$ cat src/rtl/gtri_pkg.sv
// ----------------------------------------------------------------------------
// gtri_pkg
// Shared widths, status codes and pipeline control types for the gyro rate
// trapezoid integrator.
// ----------------------------------------------------------------------------
`default_nettype none

package gtri_pkg;

  localparam int AXES       = 3;
  localparam int PORT_AXES  = 3;
  localparam int RATE_BITS  = 24;
  localparam int IN_RATE_W  = 24;
  localparam int TS_W       = 63;
  localparam int GAP_W      = 32;
  localparam int ANGLE_W    = 64;
  localparam int STATUS_W   = 3;
  localparam int RSUM_W     = RATE_BITS + 1;
  localparam int PROD_W     = RSUM_W + GAP_W + 1;
  localparam int ACC_EXT_W  = ((PROD_W > ANGLE_W) ? PROD_W : ANGLE_W) + 1;

  localparam logic [GAP_W-1:0] MAX_GAP_RESET = GAP_W'(100000000);

  typedef enum logic [STATUS_W-1:0] {
    ST_FIRST        = 3'd0,
    ST_INTEGRATED   = 3'd1,
    ST_NOT_POSITIVE = 3'd2,
    ST_GAP          = 3'd3,
    ST_SATURATED    = 3'd4
  } status_e;

  typedef struct packed {
    logic s1_en;
    logic s2_en;
  } pipe_ctrl_t;

  typedef struct packed {
    logic s1_en;
    logic s2_en;
    logic s3_en;
    logic integ;
    logic clear;
  } lane_ctrl_t;

endpackage

`default_nettype wire

$ cat src/rtl/gtri_lane.sv
// ----------------------------------------------------------------------------
// gtri_lane
// One axis: rate history and sum, rate sum times interval, and the
// saturating 64-bit rotation accumulator.
// ----------------------------------------------------------------------------
`default_nettype none

module gtri_lane (
  input  wire logic                           clk_i,
  input  wire logic                           rst_ni,
  input  wire gtri_pkg::lane_ctrl_t           ctrl_i,
  input  wire logic [gtri_pkg::IN_RATE_W-1:0] rate_i,
  input  wire logic [gtri_pkg::GAP_W-1:0]     dt_i,
  output logic [gtri_pkg::ANGLE_W-1:0]        angle_o,
  output logic                                clip_o
);

  logic signed [gtri_pkg::RATE_BITS-1:0] rate;
  logic signed [gtri_pkg::RATE_BITS-1:0] last_rate_q;
  logic signed [gtri_pkg::RSUM_W-1:0]    rsum_q;
  logic signed [gtri_pkg::PROD_W-1:0]    prod_d, prod_q;
  logic signed [gtri_pkg::ANGLE_W-1:0]   acc_q, acc_d, base;
  logic        [gtri_pkg::ACC_EXT_W-1:0] total;
  logic        [gtri_pkg::ACC_EXT_W-gtri_pkg::ANGLE_W:0] top_bits;
  logic                                  over;

  assign rate   = gtri_pkg::RATE_BITS'(rate_i[gtri_pkg::RATE_BITS-1:0]);
  assign prod_d = rsum_q * $signed({1'b0, dt_i});
  assign base   = ctrl_i.clear ? '0 : acc_q;

  assign total =
    {{(gtri_pkg::ACC_EXT_W-gtri_pkg::ANGLE_W){base[gtri_pkg::ANGLE_W-1]}}, base} +
    {{(gtri_pkg::ACC_EXT_W-gtri_pkg::PROD_W){prod_q[gtri_pkg::PROD_W-1]}}, prod_q};

  // sign bits above bit 62 must all agree for the sum to fit
  assign top_bits = total[gtri_pkg::ACC_EXT_W-1:gtri_pkg::ANGLE_W-1];
  assign over     = (top_bits != '0) && (top_bits != '1);

  always_comb begin
    acc_d = base;
    if (ctrl_i.integ) begin
      if (over) begin
        acc_d = total[gtri_pkg::ACC_EXT_W-1] ? {1'b1, {(gtri_pkg::ANGLE_W-1){1'b0}}}
                                             : {1'b0, {(gtri_pkg::ANGLE_W-1){1'b1}}};
      end else begin
        acc_d = total[gtri_pkg::ANGLE_W-1:0];
      end
    end
  end

  always_ff @(posedge clk_i or negedge rst_ni) begin
    if (!rst_ni) begin
      last_rate_q <= '0;
      acc_q       <= '0;
    end else begin
      if (ctrl_i.s1_en) begin
        last_rate_q <= rate;
      end
      if (ctrl_i.s3_en) begin
        acc_q <= acc_d;
      end
    end
  end

  always_ff @(posedge clk_i) begin
    if (ctrl_i.s1_en) begin
      rsum_q <= gtri_pkg::RSUM_W'(last_rate_q) + gtri_pkg::RSUM_W'(rate);
    end
    if (ctrl_i.s2_en) begin
      prod_q <= prod_d;
    end
  end

  assign angle_o = acc_q;
  assign clip_o  = ctrl_i.integ & over;

endmodule

`default_nettype wire

$ cat config.mk
export PLATFORM = sky130hd
export DESIGN_NAME = gtri_lane
export DESIGN_NICKNAME = d
export VERILOG_FILES = /design/src/rtl/gtri_pkg.sv /design/src/rtl/gtri_lane.sv
export SDC_FILE = /design/constraint.sdc
export NUM_CORES = 2
export LEC_CHECK = 0
export ABC_AREA = 1
export BUFFER_PORTS_ARGS = -buffer_cell sky130_fd_sc_hd__buf_4
export CAP_MARGIN = 25
export CORE_MARGIN = 2
export CORE_UTILIZATION = 60
export DETAILED_ROUTE_END_ITERATION = 10
export GPL_TIMING_DRIVEN = 0
export PLACE_DENSITY = 0.77
export SLEW_MARGIN = 5
export SYNTH_ARGS = -nofsm -noshare
export SYNTH_HDL_FRONTEND = slang
export SYNTH_SLANG_ARGS = --single-unit
$ cat constraint.sdc
create_clock -name clk_i -period 9.7 [get_ports clk_i]
set_input_delay 1.94 -clock clk_i [delete_from_list [all_inputs] [get_ports clk_i]]
set_output_delay 1.94 -clock clk_i [all_outputs]
set_load 0.03 [all_outputs]
# After elaboration in Yosys (flattened, before gate mapping)
# Index checks and enable logic that the tools add are counted.
classes:
  n_mux: 4
  n_reduce_logical: 2
  n_bitwise: 1
  mul: 1
  addsub: 2
  eq_ne: 1
op_table:
  columns: ["cell", "n"]
  rows:
  - ["$mux W64", 4]
  - ["$add A64 B58 Y65", 1]
  - ["$mul A25 B33 Y58", 1]
  - ["$add A24 B24 Y25", 1]
  - ["$ne A2 B2 Y1 const B", 1]
  - ["$reduce_bool A2 Y1", 1]
  - ["$and A1 B1 Y1", 1]
  - ["$logic_and A1 B1 Y1", 1]
totals:
  regBits: 171
  input_bits: 63
  elab_cells: 15

# Logic depth before layout (Yosys ltp)
depth:
  depth_word: 6
  depth_mapped: 29
  depth_no_buf: 27

# Worst setup path before layout
# No wires, ideal clock.
synth_path:
  kind: "input to register"
  start: "input port dt_i[22] (netlist name)"
  end: "register prod_q[35] (netlist name), data pin"
  t_arrival_ps: 7667
  required_time_ps: 9435
  slack_ps: 1768
  setup_ps: 265
  stages: 24
  path_buffers: 2
  cell_sequence: "clkbuf_1 clkbuf_1 nand2_1 fa_1 inv_1 fa_1 inv_1 fa_1 fa_1 inv_1 fa_1 fa_1 inv_1 fa_1 inv_1 ha_1 inv_1 o21ai_0 a31o_2 a21boi_0 o21ai_0 a21oi_1 o21ai_0 xor2_1"
synth_via:
  elab_chain_cells: 1
synth_lines:
  columns: ["item", "line", "text"]
  rows:
  - ["start: declaration", "gtri_lane.sv:13", "input wire logic [gtri_pkg::GAP_W-1:0] dt_i,"]
  - ["$mul A25 B33 Y58", "gtri_lane.sv:28", "assign prod_d = rsum_q * $signed({1'b0, dt_i});"]
  - ["via prod_d (one bit)", "gtri_lane.sv:21", "logic signed [gtri_pkg::PROD_W-1:0] prod_d, prod_q;"]
  - ["end signal: assignment", "gtri_lane.sv:70", "prod_q <= prod_d;"]
  - ["end: declaration", "gtri_lane.sv:21", null]
# The timed path passes the listed nets, and every way through them passes these cells.
# A chain may end at the register's enable or synchronous reset.

# Final worst setup path
layout_path:
  start: "input port dt_i[23] (netlist name)"
  end: "register prod_q[52] (netlist name), data pin"
# The elaborated chain is that of the path after synthesis.

==> flow_summary.json <==
{
  "clk_latency_ns": 0.52,
  "place.gp.congestion": 1.050,
  "end_kind": "flip-flop",
  "setup_viol": 0,
  "dp.cells": 6516,
  "area_delta_synth_final_pct": 6.078,
  "grt_pass1_vias": 36930,
  "core_area_um2": 67160,
  "drive_gt1_share_pct": 3.558,
  "fin_area_um2": 43110,
  "final_nets": 6730,
  "syn_area_um2": 40640,
  "antenna_cells": 0,
  "drc_errors": 0,
  "relSlewSlack_pct": 19.97,
  "cts_buffer_depth": 2,
  "synth-seq-cells": 171,
  "holdWs_ns": 0.5122,
  "critPathKind": "in2reg",
  "grt_usage_pct": 40.40,
  "crit_slowest_cell": "clkbuf_1",
  "drtAntennaViolNets": 0,
  "vias": 35900,
  "drt_iter0_markers": 3294,
  "ys_top_cells_by_area": "fa_1 (34%), nand2_1 (16%), inv_1 (13%)",
  "max_stage_delay_ns": 0.75,
  "maxSlewViolCount": 0,
  "synth_edf_count": 83,
  "cts_root_buf": "clkbuf_16",
  "worst_slew_pin_slew_ns": 1.200,
  "arrival_ns": 9.81,
  "yosysUniqueCellTypes": 38,
  "pin_count": 128,
  "final_cells": 6550,
  "cp-start-kind": "input port",
  "numCtsBuffers": 17,
  "top_usage_layer": "met2",
  "ys.flop_type": "dfrtp_1",
  "start_util_pct": 60.51,
  "die-area_um2": 69820,
  "postCtsHoldBufs": 0,
  "synth_top_area_share_pct": 33.94,
  "rows": 95,
  "grt_setup_unrepaired": "no",
  "use_met2_pct": 64.86,
  "hold_viol_final": 0,
  "viasPerCell": 5.481,
  "min_period_ns": 9.579,
  "fin_crit_sh_pct": 98.75,
  "cts_tree": "built",
  "outcome": "completed",
  "ys_seq_area_share_pct": 11.55,
  "grt_max_degree": 59,
  "synth_fp_nets": 6613,
  "critical_path.max_fanout": 10,
  "synth_common_cells": "nand2_1 (1721), inv_1 (1459), fa_1 (689), ha_1 (314), nor2_1 (251)",
  "hpwl_mm": 114.7,
  "htreeDepth": 4,
  "fin_util_pct": 64.18,
  "synth_top_cell_by_area": "fa_1",
  "cp_data_required_time_ns": 9.93,
  "grt_first_pass_wirelength_mm": 209.7,
  "clkSinkCount": 171,
  "skew_ns": 0.02780,
  "yosysWarnings": 0,
  "yosysMostFrequentCell": "nand2_1",
  "drv_cap": 0,
  "postCtsSetupBuffers": 0,
  "cts.repair.resized": 2,
  "die_y_um": 264.2,
  "wl_per_cell_um": 20.95,
  "met3_usage_pct": 10.14,
  "grt_remaining_overflow": 0,
  "die_w_um": 264.2,
  "routed_wl_mm": 137.2,
  "hp-class": "reg2reg",
  "clk_pin_slew_worst_paths_ns": 0.08,
  "gr-usage-met1_pct": 47.26,
  "synth_cells": 5547,
  "max_freq_mhz": 104.4,
  "antenna_found_initial": 3,
  "placed_cell_area_um2": 42470,
  "io_buffer_count": 95,
  "firstDrtPassIters": 6,
  "postSynthAreaPerCell_um2": 7.326,
  "asyncSetResetFlopFracSynth_pct": 51.46
}
-- layout make-up --
type / count / area [um^2]
inverter: 1469 / 5514
multi-input combinational: 3694 / 29580
tap: 873 / 1092
clock buffer: 18 / 429.2
sequential: 171 / 4695
clock inverter: 14 / 170.2
fill: 6079 / 24050
buffer: 213 / 860.8
timing repair buffer: 98 / 767.0
-- worst paths after layout --
path / start / end / slack (ns) / cells past startpoint
setup / recovery: dt_i[23] / prod_q[52]$_DFFE_PP_ / 0.12 / 25
hold / removal: angle_o[61]$_DFFE_PN0P_ / angle_o[61]$_DFFE_PN0P_ / 0.51 / 2
setup reg to reg: rsum_q[24]$_DFFE_PP_ / prod_q[52]$_DFFE_PP_ / 1.12 / 24
hold reg to reg: angle_o[61]$_DFFE_PN0P_ / angle_o[61]$_DFFE_PN0P_ / 0.51 / 2
max in group asynchronous: rst_ni / angle_o[57]$_DFFE_PN0P_ / 7.62 / 2
min in group asynchronous: rst_ni / angle_o[6]$_DFFE_PN0P_ / 1.38 / 1
-- placed cells by master (no fill, tap or decap), types with 10 or more instances in the layout --
cell / n
a21o_1: 13
clkbuf_1: 193
edfxtp_1: 83
a21oi_1: 236
clkbuf_16: 17
a31oi_1: 18
inv_1: 1459
inv_2: 10
buf_4: 96
fa_1: 689
mux2_2: 23
xor2_1: 87
nand4_1: 10
nand3_1: 102
ha_1: 314
dfrtp_1: 88
o21ai_0: 87
nand2_1: 1721
o21bai_1: 31
or2_2: 14
nor3_1: 24
nor2_1: 251
xnor2_1: 31
-- state kept, by name (all words and copies together), names as in the netlist --
register and cells:
angle_o 64, prod_q 58, rsum_q 25, last_rate_q 24
-- kinds of logic (layout without fill, tap and decap cells) --
family | after synthesis | count (layout) | synth area share [%]
AOI/OAI and AO/OA | 404 | 404 | 5.453
xor gates and xnor gates | 118 | 118 | 2.543
adders and majority gates | 1003 | 1003 | 43.61
buffers and inverters | 1682 | 1812 | 15.68
DFF | 171 | 171 | 11.55
muxes | 23 | 23 | 0.6374
and+or+nand+nor | 2146 | 2146 | 20.53
-- metal layers --
| metal | up-vias | share of wire, % |
|---|---|---|
| li1 | 16350 | - |
| met1 | 17050 | 36 |
| met2 | 1978 | 45 |
| met3 | 527 | 10 |
| met4 | 6 | 8.6 |
| met5 | - | 0.031 |
-- stage by stage --
| step | setup slack, ns | TNS (ns) |
|---|---|---|
| final | 0.1208 | 0 |
| after global routing | 0.01099 | 0 |
| after CTS | 0.1688 | 0 |
| after detailed placement | -0.6676 | -0.6676 |
| after global placement | -0.7752 | -0.7752 |
| after floorplan | 1.768 | 0 |
-- worst max-delay path, delay by kind of cell --
| family | cells | cell delay, ns |
|---|---|---|
| xor gates and xnor gates | 1 | 0.13 |
| adders and majority gates | 8 | 4.11 |
| buffers and inverters | 9 | 1.73 |
| and+or+nand+nor | 6 | 1.28 |
| AOI/OAI and AO/OA | 1 | 0.59 |
Power is left out: the tool's default activity adds up to more than one toggle a clock period on the data nets, which glitch-free logic cannot reach.
