--- src/rtl/gtri_pkg.sv ---
// ----------------------------------------------------------------------------
// gtri_pkg
// Shared widths, status codes and pipeline control types for the gyro rate
// trapezoid integrator.
// ----------------------------------------------------------------------------
`default_nettype none

package gtri_pkg;

  localparam int AXES       = 3;
  localparam int PORT_AXES  = 3;
  localparam int RATE_BITS  = 24;
  localparam int IN_RATE_W  = 24;
  localparam int TS_W       = 63;
  localparam int GAP_W      = 32;
  localparam int ANGLE_W    = 64;
  localparam int STATUS_W   = 3;
  localparam int RSUM_W     = RATE_BITS + 1;
  localparam int PROD_W     = RSUM_W + GAP_W + 1;
  localparam int ACC_EXT_W  = ((PROD_W > ANGLE_W) ? PROD_W : ANGLE_W) + 1;

  localparam logic [GAP_W-1:0] MAX_GAP_RESET = GAP_W'(100000000);

  typedef enum logic [STATUS_W-1:0] {
    ST_FIRST        = 3'd0,
    ST_INTEGRATED   = 3'd1,
    ST_NOT_POSITIVE = 3'd2,
    ST_GAP          = 3'd3,
    ST_SATURATED    = 3'd4
  } status_e;

  typedef struct packed {
    logic s1_en;
    logic s2_en;
  } pipe_ctrl_t;

  typedef struct packed {
    logic s1_en;
    logic s2_en;
    logic s3_en;
    logic integ;
    logic clear;
  } lane_ctrl_t;

endpackage

`default_nettype wire

--- src/rtl/gtri_front.sv ---
// ----------------------------------------------------------------------------
// gtri_front
// Sample history, interval check against the gap limit, and the per-request
// class and clear flag carried down the pipeline.
// ----------------------------------------------------------------------------
`default_nettype none

module gtri_front (
  input  wire logic                         clk_i,
  input  wire logic                         rst_ni,
  input  wire logic                         cfg_we_i,
  input  wire logic [gtri_pkg::GAP_W-1:0]   cfg_wdata_i,
  input  wire gtri_pkg::pipe_ctrl_t         ctrl_i,
  input  wire logic [gtri_pkg::TS_W-1:0]    timestamp_ns_i,
  input  wire logic                         restart_i,
  input  wire logic                         clear_angle_i,
  output logic [gtri_pkg::GAP_W-1:0]        dt_o,
  output gtri_pkg::status_e                 class_o,
  output logic                              clear_o
);

  logic [gtri_pkg::GAP_W-1:0] max_gap_q;
  logic [gtri_pkg::TS_W-1:0]  last_time_q;
  logic                       have_last_q;
  logic [gtri_pkg::TS_W:0]    diff;
  logic                       have;
  gtri_pkg::status_e          class_d;

  gtri_pkg::status_e          class1_q, class2_q;
  logic                       clear1_q, clear2_q;
  logic [gtri_pkg::GAP_W-1:0] dt1_q;

  assign diff = {1'b0, timestamp_ns_i} - {1'b0, last_time_q};
  assign have = have_last_q & ~restart_i;

  always_comb begin
    priority if (!have) begin
      class_d = gtri_pkg::ST_FIRST;
    end else if (diff[gtri_pkg::TS_W] || (diff[gtri_pkg::TS_W-1:0] == '0)) begin
      class_d = gtri_pkg::ST_NOT_POSITIVE;
    end else if (diff[gtri_pkg::TS_W-1:0] >
                 {{(gtri_pkg::TS_W-gtri_pkg::GAP_W){1'b0}}, max_gap_q}) begin
      class_d = gtri_pkg::ST_GAP;
    end else begin
      class_d = gtri_pkg::ST_INTEGRATED;
    end
  end

  always_ff @(posedge clk_i or negedge rst_ni) begin
    if (!rst_ni) begin
      max_gap_q   <= gtri_pkg::MAX_GAP_RESET;
      last_time_q <= '0;
      have_last_q <= 1'b0;
    end else begin
      if (cfg_we_i) begin
        max_gap_q <= cfg_wdata_i;
      end
      if (ctrl_i.s1_en) begin
        last_time_q <= timestamp_ns_i;
        have_last_q <= 1'b1;
      end
    end
  end

  always_ff @(posedge clk_i) begin
    if (ctrl_i.s1_en) begin
      class1_q <= class_d;
      clear1_q <= clear_angle_i;
      dt1_q    <= diff[gtri_pkg::GAP_W-1:0];
    end
    if (ctrl_i.s2_en) begin
      class2_q <= class1_q;
      clear2_q <= clear1_q;
    end
  end

  assign dt_o    = dt1_q;
  assign class_o = class2_q;
  assign clear_o = clear2_q;

endmodule

`default_nettype wire

--- config.mk ---
export PLATFORM = sky130hd
export DESIGN_NAME = gtri_front
export DESIGN_NICKNAME = d
export VERILOG_FILES = /design/src/rtl/gtri_pkg.sv /design/src/rtl/gtri_front.sv
export SDC_FILE = /design/constraint.sdc
export NUM_CORES = 1
export LEC_CHECK = 0
export ABC_AREA = 1
export BUFFER_PORTS_ARGS = -buffer_cell sky130_fd_sc_hd__buf_2
export CORE_UTILIZATION = 45
export CTS_CLUSTER_SIZE = 40
export DETAILED_ROUTE_END_ITERATION = 10
export PLACE_DENSITY_LB_ADDON = 0.08
export SETUP_SLACK_MARGIN = 0.02
export SLEW_MARGIN = 20
export SYNTH_ARGS = -nofsm -noshare
export SYNTH_HDL_FRONTEND = slang
export SYNTH_SLANG_ARGS = --single-unit
--- constraint.sdc ---
create_clock -name clk_i -period 7.8 [get_ports clk_i]
set_clock_uncertainty 0.15 [all_clocks]
set_input_delay 1.17 -clock clk_i [delete_from_list [all_inputs] [get_ports clk_i]]
set_output_delay 1.17 -clock clk_i [all_outputs]
set_load 0.02 [all_outputs]
# Yosys cells after proc, flatten, opt, wreduce, memory -nomap -nowiden
# Index checks and enable logic that the tools add are counted.
[word_totals]
regBits = 136
in_bits = 102
output_inout_bits = 36
wordCells = 19
[classes]
add_sub_neg = 1
magnitude_cmp = 1
muxes = 2
bitwise = 3
reduce_logical = 3
[op_table]
columns = ["operator", "n"]
rows = [
  ["$sub A63 B63 Y64", 1],
  ["$gt A63 B32 Y1", 1],
  ["$logic_not A63 Y1", 1],
  ["$mux W2", 2],
  ["$not A1 Y1", 2],
  ["$reduce_or A2 Y1", 1],
  ["$and A1 B1 Y1", 1],
  ["$logic_or A1 B1 Y1", 1],
]

# Logic depth before layout (Yosys ltp)
[depth]
ltp_word = 4
ltp_mapped = 25
depth_no_buf = 25

# Worst setup path before layout
# OpenSTA, ideal clock, no wires.
[synth_timing]
path_kind = "input port to flip-flop"
from = "in timestamp_ns_i[0] in the netlist's numbering"
to = "reg class1_q[1] (data pin)"
setup_time_ns = 0.258
arrival_time_ns = 3.822
required_time_ns = 7.392
path_slack_ns = 3.569
path_stages = 22
path_buffers = 0
path_cell_list = "inv_1 ha_1 inv_1 fa_1 nand3_1 nand3_2 nand2_1 nand2_1 nand2_1 nand2_2 nand2_1 nand2_1 xor2_1 ha_1 nand4_1 nor3_1 inv_1 nor4_1 nor4b_1 nand2_1 nand2_1 a21oi_2"
[synth_between]
elab_chain_len = 4
word_cells_on_any_way = 6
cone_classes = "add/sub (1); order compare (1); mux (2); reduce/logical (2)"
[synth_rtl]
columns = ["item", "line_no", "source"]
rows = [
  ["start: declaration", "gtri_front.sv:14", "input wire logic [gtri_pkg::TS_W-1:0] timestamp_ns_i,"],
  ["$sub A63 B63 Y64 (*)", "gtri_front.sv:33", "assign diff = {1'b0, timestamp_ns_i} - {1'b0, last_time_q};"],
  ["net diff, one bit", "gtri_front.sv:25", "logic [gtri_pkg::TS_W:0] diff;"],
  ["$gt A63 B32 Y1 or $logic_not A63 Y1 (tied branches)", "gtri_front.sv:41, gtri_front.sv:39", ""],
  ["$mux W2 or $logic_or A1 B1 Y1 (tied branches)", "gtri_front.sv:41, gtri_front.sv:39", ""],
  ["$mux W2 (*)", "gtri_front.sv:39", "end else if (diff[gtri_pkg::TS_W] || (diff[gtri_pkg::TS_W-1:0] == '0)) begin"],
  ["end signal: assignment", "gtri_front.sv:67", "class1_q <= class_d;"],
  ["end: declaration", "gtri_front.sv:29", "gtri_pkg::status_e class1_q, class2_q;"],
]
# Mark *: on every way through the listed nets, which the timed path passes. The rest lies on a longest branch.
# A chain may end at the register's enable or synchronous reset.

# Final worst setup path
# Ends and elaborated chain as after synthesis.

==> flow_metrics.py <==
metrics = {
    "timing": {
        "period_minus_slack_ps": 4640,
        "fin_tns_setup_ps": 0,
        "tightest_slew_ps": 970,
        "setup_violations": 0,
        "relSlewSlack_pct": 35.3,
        "fin_ws_ps": 3160,
        "hold_viol_final": 0,
        "grt_setup_unrepaired": "no",
        "fmax_ghz": 0.216,
        "maxSlewViolCount": 0,
        "fin_crit_sh_pct": 59.5,
    },
    "final_layout": {
        "diodes": 0,
        "fill_cells": 2800,
        "nets": 2295,
        "drive_gt1_share_pct": 13.2,
        "seqCellArea_um2": 3560,
        "multiInputGateArea_um2": 6830,
        "area_growth_pct": 13.3,
    },
    "clock_tree": {
        "cts_resized": 0,
        "cts.hold.buffers_added": 0,
        "cts_tree": "done",
        "cts_inserted_buffers": 17,
        "post_cts_buffers": 0,
        "cts-root-buf": "clkbuf_16",
        "clk_pin_slew_ps": 70,
        "clockBufferDepth": 2,
        "h-tree-depth": 4,
        "clock_latency_ps": 430,
        "cts_sinks": 134,
    },
    "place": {
        "gp_congestion": 0.964,
        "dpl.hpwl_mm": 31.8,
        "place_ws_ps": 2700,
        "port_buffers": 136,
    },
    "synth": {
        "netlist_area_um2": 12200,
        "yosysWarnings": 0,
        "ys_seq_elements": 134,
        "ys_types": 45,
        "syn-num-nets": 2161,
        "syn_area_per_cell_um2": 6.22,
        "seq_area_frac_synth_pct": 29.2,
        "synth_cells": 1963,
    },
    "drt": {
        "route.detailed.drc": 0,
        "avgViaCountPerCell": 4.84,
        "vias": 11800,
        "detail-route-antenna-nets": 0,
        "routed_wl_mm": 37.4,
        "wl_per_cell_um": 15.3,
        "firstDrtPassIters": 5,
        "drt-initial-drc-count": 761,
    },
    "grt": {
        "grt_max_degree": 90,
        "grt_pass1_wl_mm": 59.9,
        "antenna_found_initial": 0,
        "grt_pass1_vias": 11200,
        "grt-ovfl-total": 0,
        "track_usage_pct": 28.0,
    },
    "floorplanning": {
        "die_h_um": 167,
        "placementRows": 59,
        "die_x_um": 167,
        "core_area_um2": 26400,
        "die_area_um2": 27800,
        "initial_utilization_pct": 46.3,
        "io_pins": 138,
    },
    "run_status": {
        "status": "finished clean",
    },
    "setup_path": {
        "cp_max_fo": 4,
        "worstPathRequired_ps": 7840,
        "crit_type": "in2reg",
        "crit_path_start_kind": "input pin",
        "cp-end-kind": "register",
        "arrival_ps": 4680,
    },
    "worst_hold_path": {
        "hp-class": "reg2reg",
    },
    "pwr": {
        "power.density_nw_per_um2": 206,
        "cellLeakagePower_nw": 8.13,
        "ir_worst_vdd_mv": 0.119,
    },
    "run": {
        "drv_cap": 0,
    },
}
## Yosys cell counts
| cell | instances | area [um2] |
|---|---|---|
| or2_0 | 1 | 6.26 |
| inv_2 | 12 | 45.0 |
| a21o_1 | 1 | 7.51 |
| nand2_2 | 28 | 175 |
| nor2_2 | 26 | 163 |
| a21oi_1 | 57 | 285 |
| clkbuf_1 | 21 | 78.8 |
| nor3_1 | 12 | 60.1 |
| nand3b_1 | 2 | 15.0 |
| xnor2_1 | 10 | 87.6 |
| nor2_1 | 104 | 390 |
| o21bai_1 | 3 | 22.5 |
| mux2_2 | 1 | 11.3 |
| o21ai_0 | 102 | 510 |
| or2_1 | 1 | 6.26 |
| dfstp_2 | 12 | 315 |
| nand3b_2 | 3 | 33.8 |
| a21oi_2 | 2 | 17.5 |
| nand4_1 | 22 | 138 |
| a221o_1 | 1 | 10.0 |
| ha_1 | 95 | 1190 |
| fa_1 | 1 | 20.0 |
| buf_2 | 1 | 5.00 |
| nor4_1 | 2 | 12.5 |
| conb_1 | 1 | 3.75 |
| or2_2 | 1 | 6.26 |
| edfxtp_1 | 38 | 1140 |
| nor4b_1 | 1 | 8.76 |
| nand4_2 | 1 | 12.5 |
| nand3_2 | 9 | 90.1 |
| inv_1 | 447 | 1680 |
| xor2_1 | 20 | 175 |
| nand2_1 | 745 | 2800 |
| o211ai_1 | 1 | 7.51 |
| clkinv_1 | 1 | 3.75 |
| and3_1 | 1 | 6.26 |
| buf_4 | 1 | 7.51 |
| nor2_4 | 6 | 67.6 |
| nand3_1 | 69 | 345 |
| o221ai_1 | 1 | 8.76 |
| nor3b_1 | 1 | 7.51 |
| a211oi_1 | 3 | 22.5 |
| and2_1 | 3 | 18.8 |
| nor3_2 | 9 | 90.1 |
| dfrtp_1 | 84 | 2100 |
## sequential cells by signal, indices dropped and copies added (netlist names)
register	flops
class_o	2
max_gap_q	32
have_last_q	1
dt_o	32
clear1_q	1
last_time_q	63
clear_o	1
class1_q	2
## per-layer routing
| layer | global-route usage (%) | wire (um) | part of all wire (%) | vias up |
|---|---|---|---|---|
| li1 | - | - | - | 6210 |
| met1 | 37.9 | 17700 | 47 | 5261 |
| met2 | 45.9 | 16800 | 45 | 324 |
| met3 | 5.16 | 2230 | 6.0 | 48 |
| met4 | 7.29 | 688 | 1.8 | 0 |
| met5 | 0 | 0 | 0 | - |
## cell families (layout without fill, tap and decap cells)
family | Yosys count | count (layout) | synth area share (%)
AND/OR/NAND/NOR | 1047 | 1047 | 36.5
adder cells (fa/ha/maj) | 96 | 96 | 9.90
XOR/XNOR | 30 | 30 | 2.15
AO/OA/AOI/OAI | 171 | 171 | 7.31
multiplexers | 1 | 1 | 0.0923
buffers and inverters | 483 | 630 | 14.9
flip-flops | 134 | 134 | 29.2
other | 1 | 1 | 0.0307
## worst max-delay path, stage by stage
cell     delay, ps
buf_2          110
inv_1           70
ha_1           150
inv_1           80
fa_1           460
nand2_1         90
nand2_1         70
nand3_1        120
nand2_2        120
nand2_1         90
nand3_2        150
xor2_1         440
inv_1          180
ha_1           330
nand2_1         70
nor3_1         180
inv_1           80
nor4_1         210
nor4b_1        290
nand2_1         90
nand2_1         80
a21oi_2         50
## power by group
part           switching (W)  internal (W)  total (W)
sequential         0.0000215      0.000820   0.000841
combinational       0.000787      0.000356    0.00114
clock               0.000386      0.000482   0.000869
total                0.00119       0.00166    0.00285
## path summary, 6_finish.rpt
check,startpoint,end,slack [ps],depth (start not counted)
worst max-delay path,timestamp_ns_i[0],class1_q[1],3160,22
worst min-delay path,class1_q[0],class_o[0],270,0
worst max register to register,last_time_q[0],class1_q[1],3730,20
worst min register to register,class1_q[0],class_o[0],270,0
max in group asynchronous,rst_ni,max_gap_q[10],5760,2
min in group asynchronous,rst_ni,max_gap_q[2],600,1
## layout make-up
cell class	instances	area share, %
Timing Repair Buffer	138	5.07
Clock inverter	14	1.20
Clock buffer	18	3.10
Sequential cell	134	25.7
Inverter	460	12.5
Tap cell	335	3.03
Multi-Input combinational cell	1346	49.4
## metrics by stage
| stage | total power (W) | hold slack, ps | instances | cell area (um2) | utilization [%] |
|---|---|---|---|---|---|
| global route | 0.00305 | 291 | 2445 | 13800 | 52.5 |
| finish | 0.00285 | 269 | 2445 | 13800 | 52.5 |
| floorplan | 0.00161 | 250 | 1963 | 12200 | - |
| CTS | 0.00286 | 271 | 2445 | 13800 | 52.5 |
| global placement | 0.00197 | 256 | 2413 | 13200 | 50.2 |
| detailed placement | 0.00199 | 255 | 2413 | 13200 | 50.2 |
## cells in the final DEF (no fill, tap or decap), types with 3 or more instances in the layout
master,n
nand2_1,745
inv_1,447
buf_2,134
nor2_1,104
o21ai_0,102
ha_1,95
dfrtp_1,84
nand3_1,69
a21oi_1,57
edfxtp_1,38
nand2_2,28
nor2_2,26
nand4_1,22
xor2_1,20
clkbuf_16,17
inv_2,12
nor3_1,12
dfstp_2,12
xnor2_1,10
nand3_2,9
nor3_2,9
nor2_4,6
inv_6,5
buf_4,4
nand3b_2,3
and2_1,3
o21bai_1,3
a211oi_1,3
clkinvlp_4,3
(Power assumes the default switching activity.)
