<file path="config.mk">
export PLATFORM = sky130hd
export DESIGN_NAME = gtri_merge
export DESIGN_NICKNAME = d
export VERILOG_FILES = /design/src/rtl/gtri_pkg.sv /design/src/rtl/gtri_merge.sv
export SDC_FILE = /design/constraint.sdc
export NUM_CORES = 1
export LEC_CHECK = 0
export ABC_CLOCK_PERIOD_IN_PS = 820
export BUFFER_PORTS_ARGS = -buffer_cell sky130_fd_sc_hd__buf_2
export CAP_MARGIN = 25
export CELL_PAD_IN_SITES_DETAIL_PLACEMENT = 1
export CELL_PAD_IN_SITES_GLOBAL_PLACEMENT = 1
export CORE_AREA = 2 2 39 41
export DETAILED_ROUTE_END_ITERATION = 12
export DIE_AREA = 0 0 41 43
export GPL_ROUTABILITY_DRIVEN = 0
export MAX_ROUTING_LAYER = met4
export PLACE_DENSITY_LB_ADDON = 0.3
export SYNTH_ARGS = -nofsm -noshare
export SYNTH_HDL_FRONTEND = slang
export SYNTH_SLANG_ARGS = --single-unit
</file>
<file path="constraint.sdc">
create_clock -name clk_i -period 0.82 [get_ports clk_i]
set_input_delay 0.164 -clock clk_i [delete_from_list [all_inputs] [get_ports clk_i]]
set_output_delay 0.164 -clock clk_i [all_outputs]
set_load 0.02 [all_outputs]
</file>
<file path="src/rtl/gtri_pkg.sv">
// ----------------------------------------------------------------------------
// gtri_pkg
// Shared widths, status codes and pipeline control types for the gyro rate
// trapezoid integrator.
// ----------------------------------------------------------------------------
`default_nettype none

package gtri_pkg;

  localparam int AXES       = 3;
  localparam int PORT_AXES  = 3;
  localparam int RATE_BITS  = 24;
  localparam int IN_RATE_W  = 24;
  localparam int TS_W       = 63;
  localparam int GAP_W      = 32;
  localparam int ANGLE_W    = 64;
  localparam int STATUS_W   = 3;
  localparam int RSUM_W     = RATE_BITS + 1;
  localparam int PROD_W     = RSUM_W + GAP_W + 1;
  localparam int ACC_EXT_W  = ((PROD_W > ANGLE_W) ? PROD_W : ANGLE_W) + 1;

  localparam logic [GAP_W-1:0] MAX_GAP_RESET = GAP_W'(100000000);

  typedef enum logic [STATUS_W-1:0] {
    ST_FIRST        = 3'd0,
    ST_INTEGRATED   = 3'd1,
    ST_NOT_POSITIVE = 3'd2,
    ST_GAP          = 3'd3,
    ST_SATURATED    = 3'd4
  } status_e;

  typedef struct packed {
    logic s1_en;
    logic s2_en;
  } pipe_ctrl_t;

  typedef struct packed {
    logic s1_en;
    logic s2_en;
    logic s3_en;
    logic integ;
    logic clear;
  } lane_ctrl_t;

endpackage

`default_nettype wire

</file>
<file path="src/rtl/gtri_merge.sv">
// ----------------------------------------------------------------------------
// gtri_merge
// Combines the lane clip flags with the interval class into the status code
// and holds the result valid flag.
// ----------------------------------------------------------------------------
`default_nettype none

module gtri_merge (
  input  wire logic                      clk_i,
  input  wire logic                      rst_ni,
  input  wire logic                      s3_en_i,
  input  wire logic                      out_ready_i,
  input  wire gtri_pkg::status_e         class_i,
  input  wire logic [gtri_pkg::AXES-1:0] clip_i,
  output gtri_pkg::status_e              status_o,
  output logic                           out_valid_o
);

  gtri_pkg::status_e status_d, status_q;
  logic              valid_q;

  always_comb begin
    status_d = class_i;
    if ((class_i == gtri_pkg::ST_INTEGRATED) && (|clip_i)) begin
      status_d = gtri_pkg::ST_SATURATED;
    end
  end

  always_ff @(posedge clk_i or negedge rst_ni) begin
    if (!rst_ni) begin
      valid_q <= 1'b0;
    end else if (s3_en_i) begin
      valid_q <= 1'b1;
    end else if (out_ready_i) begin
      valid_q <= 1'b0;
    end
  end

  always_ff @(posedge clk_i) begin
    if (s3_en_i) begin
      status_q <= status_d;
    end
  end

  assign status_o    = status_q;
  assign out_valid_o = valid_q;

endmodule

`default_nettype wire

</file>
* Word-level counts from Yosys, hierarchy flattened
Cells that the tools add are included.
Cells by class: reduce and logical (&&, ||, !) cells 3, mux-type cells 2, equality and inequality tests 1
Operators with widths (number):
- equality test 3 x 1 -> 1 bit, second input constant | 1
- OR reduction 3 bit | 1
- 2-to-1 mux 1 bit | 2
- nonzero test 2 bit | 1
- logical AND 1 bit | 1
Word-level totals: logic and storage cells 8, output and inout bits 4, input bits 10, bits in registers 4

* Depth between registers and ports, before layout
Gate-level depths: netlist of the first run.
word-level depth 2, depth in mapped cells 2, depth with buffers taken out 2

* Least setup slack after synthesis of the first run
OpenSTA, ideal clock, no wires.
kind flip-flop to flip-flop, from reg out_valid_o (netlist name), to reg valid_q (netlist: out_valid_o), period minus slack after synthesis 0.739 ns, setup time 0.118 ns, arrival 0.621 ns, stages on the path, launching flop included 2, required time 0.702 ns, path buffers 0, slack 0.081 ns, cell sequence dfrtp_1 -> a21o_1
RTL lines:
- end signal: assignment | line gtri_merge.sv:31 | valid_q <= 1'b0;
- end signal: assignment | line gtri_merge.sv:33 | valid_q <= 1'b1;
- end signal: assignment | line gtri_merge.sv:35 | valid_q <= 1'b0;
- end: declaration | line gtri_merge.sv:20 | logic valid_q;

* Worst setup path in the final report of the first run
from reg status_q[0] (netlist: status_o[0]), to out status_o[0]
RTL lines:
- start: declaration | line gtri_merge.sv:19 | gtri_pkg::status_e status_d, status_q;
- start signal: assignment | line gtri_merge.sv:41 | status_q <= status_d;
- end: declaration | line gtri_merge.sv:15 | output gtri_pkg::status_e status_o,
No word-level cell between the ends.

==> results of run 1 <==
-- flip-flops by register name, summed over array words and instances (netlist names) --
name and cells:
status_o 3, out_valid_o 1
-- what timing repair did --
action,CTS,global route
hold endpoints to repair,1,0
hold buffers,1,0
setup buffers,1,0
resized for setup,2,2
setup endpoints to repair,4,4
-- cell usage in the layout (no fill, tap or decap), types with 2 or more instances in the layout --
master	count
buf_2	11
clkbuf_4	3
edfxtp_1	3
buf_6	2
buf_4	2
-- layout make-up --
class	instances	area, sq um	area share [%]
timing repair buffer	16	103	33.3
tap	16	20.0	6.50
multi-input combinational	5	40.0	13.0
clock buffer	4	26.3	8.54
inverter	1	3.75	1.22
sequential	4	115	37.4
-- stage by stage --
stage | TNS, ns | utilization [%] | power, mW | std cells
2_1_floorplan | 0 | - | 0.280 | 11
3_3_place_gp | 0 | 18.2 | 0.323 | 40
3_5_place_dp | 0 | 18.2 | 0.326 | 40
4_1_cts | -0.371 | 21.8 | 0.611 | 46
5_1_grt | -0.460 | 22.2 | 0.652 | 46
6_report | -0.329 | 22.2 | 0.605 | 46
-- per-layer routing --
metal	wire length [um]	share of wire, %	up-vias	global-route usage (%)
met5	0	0	-	-
met4	0	0	0	8.00
met3	15	3.8	0	3.14
met2	285	73	3	10.3
met1	91	23	72	4.55
li1	-	-	76	-
-- power by group --
group	switching [mW]	internal, mW	total (mW)
Combinational	0.0447	0.0529	0.0976
Clock	0.0813	0.183	0.264
Sequential	0.00563	0.237	0.243
-- synthesized netlist by cell type --
cell      count  area [sq um]
o21bai_1      1          7.51
dfrtp_1       1          25.0
clkbuf_1      1          3.75
nor3_2        1          10.0
edfxtp_1      3          90.1
nand2b_1      1          6.26
a21o_1        1          7.51
inv_1         1          3.75
o31a_1        1          8.76
-- worst register-to-register path, delay by kind of cell, from the launching register on --
family	cells	cell delay, ns
flip-flops	1	0.38
buffers and inverters	1	0.13
AO/OA/AOI/OAI	1	0.16
-- path summary, 6_finish.rpt --
check / slack (ns) / to / start / cells past startpoint
min reg2reg: 0.59 / out_valid_o$_DFFE_PN0P_ / out_valid_o$_DFFE_PN0P_ / 2
min in group asynchronous: 0.25 / out_valid_o$_DFFE_PN0P_ / rst_ni / 2
max in group asynchronous: 0.48 / out_valid_o$_DFFE_PN0P_ / rst_ni / 2
min: 0.19 / out_valid_o$_DFFE_PN0P_ / s3_en_i / 2
max: -0.1 / status_o[0] / status_o[0]$_SDFFCE_PP0P_ / 1
max reg2reg: 0.04 / out_valid_o$_DFFE_PN0P_ / out_valid_o$_DFFE_PN0P_ / 2
-- logic make-up after synthesis --
group                  count (synthesis)
flip-flops                             4
AO/OA/AOI/OAI                          3
AND/OR/NAND/NOR                        2
buffers and inverters                  2
==> metrics.md, run 1 <==
| Metric | Value |
|---|---|
| Final hold vios | `0` |
| N_diodes | `0` |
| CP endpoint kind | `primary output` |
| Max-slew violation count | `0` |
| Skew-Pair Late Insertion Delay | `0.22 ns` |
| Largest net degree at the start of global routing | `5` |
| CTS tree | `built` |
| Post-route cell area | `308 sq um` |
| Vias in the first global route | `175` |
| Lkg Pwr | `0.144 nW` |
| Startpoint types | `flip-flop` |
| Post-Syn Area | `163 sq um` |
| Dpl hpwl | `330 um` |
| Slew @ Worst Pin | `0.163 ns` |
| Worst path buffer plus inverter count | `1` |
| Compound-Gate Fraction of Synth Area | `14.6%` |
| Global route total overflow | `0` |
| Violated checks | `setup timing` |
| Slowest CP cell | `edfxtp_1` |
| Outcome | `finished, violations left` |
| Setup violations, final | `4` |
| Via count | `151` |
| Register area share after synthesis | `70.8%` |
| Clock H-tree levels | `1` |
| Post-place instance area | `251 sq um` |
| Setup slack after layout | `-0.0977 ns` |
| RSZ-0062 raised after global routing | `yes` |
| Root Driver | `clkbuf_4` |
| Max Clk Rate | `1090 MHz` |
| Distinct cell type count after synthesis | `9` |
| Cell Pwr Density | `1960 mW/mm^2` |
| Fin crit period | `0.918 ns` |
| Die Area | `0.00176 sq mm` |
| Pre-antenna DRT Iters | `2` |
| Area growth syn-to-layout | `89.2%` |
| Share of layout cells above drive strength 1 | `63.3%` |
| Synth Area in XOR/XNOR | `0%` |
| GR Util All Layers | `6.71%` |
| Initial antenna violation count | `0` |
| Largest family of logic cells by synthesized area | `compound AO/OA/AOI/OAI gates` |
| Relative slew slack | `89.1%` |
| Slowest Stage Delay on Critical Path | `0.38 ns` |
| Clock buffer depth | `2` |
| Synth Area in Adders | `0%` |
| Routed wire length per instance | `8.52 um` |
| Critical path, cell by cell | `buf_6` |
| DR vias/cell | `3.28` |
| Fin Hold WS | `0.189 ns` |
| Core area | `0.00138 sq mm` |
| Total Wirelength | `392 um` |
| Total CTS buffers | `3` |
| Rows | `14` |
| Die Y | `43 um` |
| Post-route clock period utilization | `112%` |
| Clock sink count | `4` |
| Filler cells | `169` |
| Pre-CTS setup slack | `0.00116 ns` |
| Worst Path Arrival | `0.75 ns` |
| Initial Util | `11.8%` |
| First-pass GRT wire length | `683 um` |
| Synth Area per Inst | `14.8 sq um` |
| Synthesized net count | `21` |
| Detailed-route DRC error count | `0` |
| Starting DRC count in detailed routing | `1` |
| Final nets | `41` |
| Synth Instances | `11` |
| Worst Path Max Fanout | `1` |
| Yosys warns | `0` |
| IO Port Bufs | `13` |
| Post-synthesis mux area share | `0%` |
| Die width | `41 um` |
| Post-synthesis simple-gate area fraction | `10.0%` |
| CP Class | `reg -> out` |
| Min-Delay Path Class | `in -> reg` |
| Delay-heaviest family, CP | `flip-flops` |
| Synthesized flop and latch total | `4` |
| Worst-path clk slew | `0.04 ns` |
| Worst EP required | `0.66 ns` |
| Number of nets with antenna violations after routing | `0` |
| Max-cap violations | `0` |
| Setup Skew | `0 ns` |
| IR drop worst, VDD | `0.427 mV` |
| # IOs | `14` |
(Power assumes the default switching activity.)
==> inputs of run 2 (changes only) <==
--- a/config.mk
+++ b/config.mk
@@ -5,7 +5,7 @@
 export SDC_FILE = /design/constraint.sdc
 export NUM_CORES = 1
 export LEC_CHECK = 0
-export ABC_CLOCK_PERIOD_IN_PS = 820
+export ABC_CLOCK_PERIOD_IN_PS = 1000
 export BUFFER_PORTS_ARGS = -buffer_cell sky130_fd_sc_hd__buf_2
 export CAP_MARGIN = 25
 export CELL_PAD_IN_SITES_DETAIL_PLACEMENT = 1
==> constraint.sdc (replaced) <==
create_clock -name clk_i -period 1 [get_ports clk_i]
set_input_delay 0.2 -clock clk_i [delete_from_list [all_inputs] [get_ports clk_i]]
set_output_delay 0.2 -clock clk_i [all_outputs]
set_load 0.02 [all_outputs]
==> run 2 against run 1 <==
The flow now finishes without violations. Routed wire length rose by 9.9%. Clock-buffer cell count unchanged. Clock skew is the same. Sequential power shrank 19%. Setup slack gained 0.13 ns.
==> metrics.md, run 2 (same netlist as run 1, synthesis figures left out) <==
| Metric | Value |
|---|---|
| Number of nets with antenna violations after routing | `0 (unchanged)` |
| CP Class | `reg -> out (unchanged)` |
| Total Wirelength | `431 um (was 392 um)` |
| Max-slew violation count | `0 (unchanged)` |
| Max Clk Rate | `1040 MHz` |
| Share of layout cells above drive strength 1 | `60.7% (was 63.3%)` |
| Post-route clock period utilization | `96.3%` |
| Pre-CTS setup slack | `0.144 ns (was 0.00116 ns)` |
| # IOs | `14 (unchanged)` |
| Worst path buffer plus inverter count | `1 (unchanged)` |
| Startpoint types | `flip-flop (unchanged)` |
| Final hold vios | `0 (unchanged)` |
| Initial antenna violation count | `0 (unchanged)` |
| First-pass GRT wire length | `703 um (was 683 um)` |
| IR drop worst, VDD | `0.289 mV (was 0.427 mV)` |
| Routed wire length per instance | `9.80 um (was 8.52 um)` |
| Pre-antenna DRT Iters | `1 (was 2)` |
| GR Util All Layers | `7.53% (was 6.71%)` |
| Detailed-route DRC error count | `0 (unchanged)` |
| Worst EP required | `0.80 ns (was 0.66 ns)` |
| Starting DRC count in detailed routing | `0 (was 1)` |
| Via count | `144 (was 151)` |
| Worst Path Max Fanout | `1 (unchanged)` |
| Delay-heaviest family, CP | `flip-flops (unchanged)` |
| Critical path, cell by cell | `buf_2 (was buf_6)` |
| Post-cts repair resize count | `0 (was 2)` |
| CP endpoint kind | `primary output (unchanged)` |
| Commonest cells after routing, fill and taps aside | `buf_2 (13), clkbuf_4 (3), edfxtp_1 (3) (was buf_2 (11), clkbuf_4 (3), edfxtp_1 (3), buf_6 (2), buf_4 (2))` |
| Largest register FFs | `3 (unchanged)` |
| Setup violations, final | `0 (was 4)` |
| Largest net degree at the start of global routing | `5 (unchanged)` |
| Initial Util | `11.8% (unchanged)` |
| Skew-Pair Late Insertion Delay | `0.23 ns (was 0.22 ns)` |
| Setup Skew | `0 ns (unchanged)` |
| Core area | `0.00138 sq mm (unchanged)` |
| Worst Path Arrival | `0.76 ns (was 0.75 ns)` |
| Die width | `41 um (unchanged)` |
| CTS tree | `built (unchanged)` |
| Clock buffer depth | `2 (unchanged)` |
| Slowest CP cell | `edfxtp_1 (unchanged)` |
| Lkg Pwr | `0.130 nW (was 0.144 nW)` |
| Root Driver | `clkbuf_4 (unchanged)` |
| Setup slack after layout | `0.0372 ns (was -0.0977 ns)` |
| Vias in the first global route | `185 (was 175)` |
| Clock sink count | `4 (unchanged)` |
| RSZ-0062 raised after global routing | `no (was yes)` |
| Total CTS buffers | `3 (unchanged)` |
| Commonest non-fill, non-tap cell in the layout | `buf_2 (unchanged)` |
| Worst-path clk slew | `0.05 ns (was 0.04 ns)` |
| Cell Pwr Density | `1760 mW/mm^2 (was 1960 mW/mm^2)` |
| Slowest Stage Delay on Critical Path | `0.35 ns (was 0.38 ns)` |
| Global route total overflow | `0 (unchanged)` |
| Rows | `14 (unchanged)` |
| Relative slew slack | `89.0% (was 89.1%)` |
| Slew @ Worst Pin | `0.164 ns (was 0.163 ns)` |
| Clock H-tree levels | `1 (unchanged)` |
| Die Y | `43 um (unchanged)` |
| IO Port Bufs | `13 (unchanged)` |
| N_diodes | `0 (unchanged)` |
| Max-cap violations | `0 (unchanged)` |
| DR vias/cell | `3.27 (was 3.28)` |
| Final setup TNS | `0 ns (was -0.329 ns)` |
| Final nets | `39 (was 41)` |
| Min-Delay Path Class | `in -> reg (unchanged)` |
| Area growth syn-to-layout | `72.3% (was 89.2%)` |
| Outcome | `complete, no violations (was finished, violations left)` |
| Die Area | `0.00176 sq mm (unchanged)` |
| Fin crit period | `0.963 ns` |
## run 2: changes by cell type in the layout (fill, tap and decap cells not counted)
cell,change
buf_4,-2
buf_6,-2
buf_2,+2
## run 2: what timing repair did
action                                 4_1_cts  5_1_grt
setup endpoints to repair                    0        0
endpoints found under the hold margin        1        0
buffers inserted                             0        0
hold buffers                                 1        0
## run 2: cell type report
cell class / count / area (sq um)
flip-flops and latches: 4 / 115
well taps: 16 / 20.0
multi-input cells: 5 / 40.0
repair buffers: 14 / 75.1
fillers: 173 / 1100
clock buffers: 4 / 26.3
inverters: 1 / 3.75
## run 2: path summary, 6_finish.rpt
kind / slack, ns / from / depth (start not counted) / to
max: 0.04 / status_o[2]$_SDFFCE_PP1P_ / 1 / status_o[2]
min: 0.18 / class_i[1] / 1 / status_o[1]$_SDFFCE_PP0P_
max reg2reg: 0.35 / out_valid_o$_DFFE_PN0P_ / 1 / out_valid_o$_DFFE_PN0P_
min reg2reg: 0.48 / out_valid_o$_DFFE_PN0P_ / 1 / out_valid_o$_DFFE_PN0P_
max in group asynchronous: 0.64 / rst_ni / 2 / out_valid_o$_DFFE_PN0P_
min in group asynchronous: 0.27 / rst_ni / 2 / out_valid_o$_DFFE_PN0P_
## run 2: metrics by stage
stage,instances,area [sq um],hold WS (ns),power [mW],utilization [%]
after floorplan,11,163,-0.0956,0.230,-
after global placement,39,244,-0.0259,0.263,17.6
after detailed placement,39,244,-0.0221,0.265,17.6
after CTS,44,280,0.173,0.499,20.3
after global routing,44,280,0.172,0.521,20.3
final,44,280,0.178,0.492,20.3
## run 2: power by group
group / internal [mW] / switching [mW] / leakage (nW)
clock network: 0.150 / 0.0777 / 0.0150
logic: 0.0306 / 0.0356 / 0.0746
registers: 0.194 / 0.00360 / 0.0401
total: 0.376 / 0.117 / 0.130
## run 2: layer usage
metal	share of wire (%)	vias up	global-route usage, %
met1	28	69	3.57
li1	-	72	-
met4	0	0	12.0
met3	3.9	0	4.71
met2	68	3	10.9
met5	0	-	-
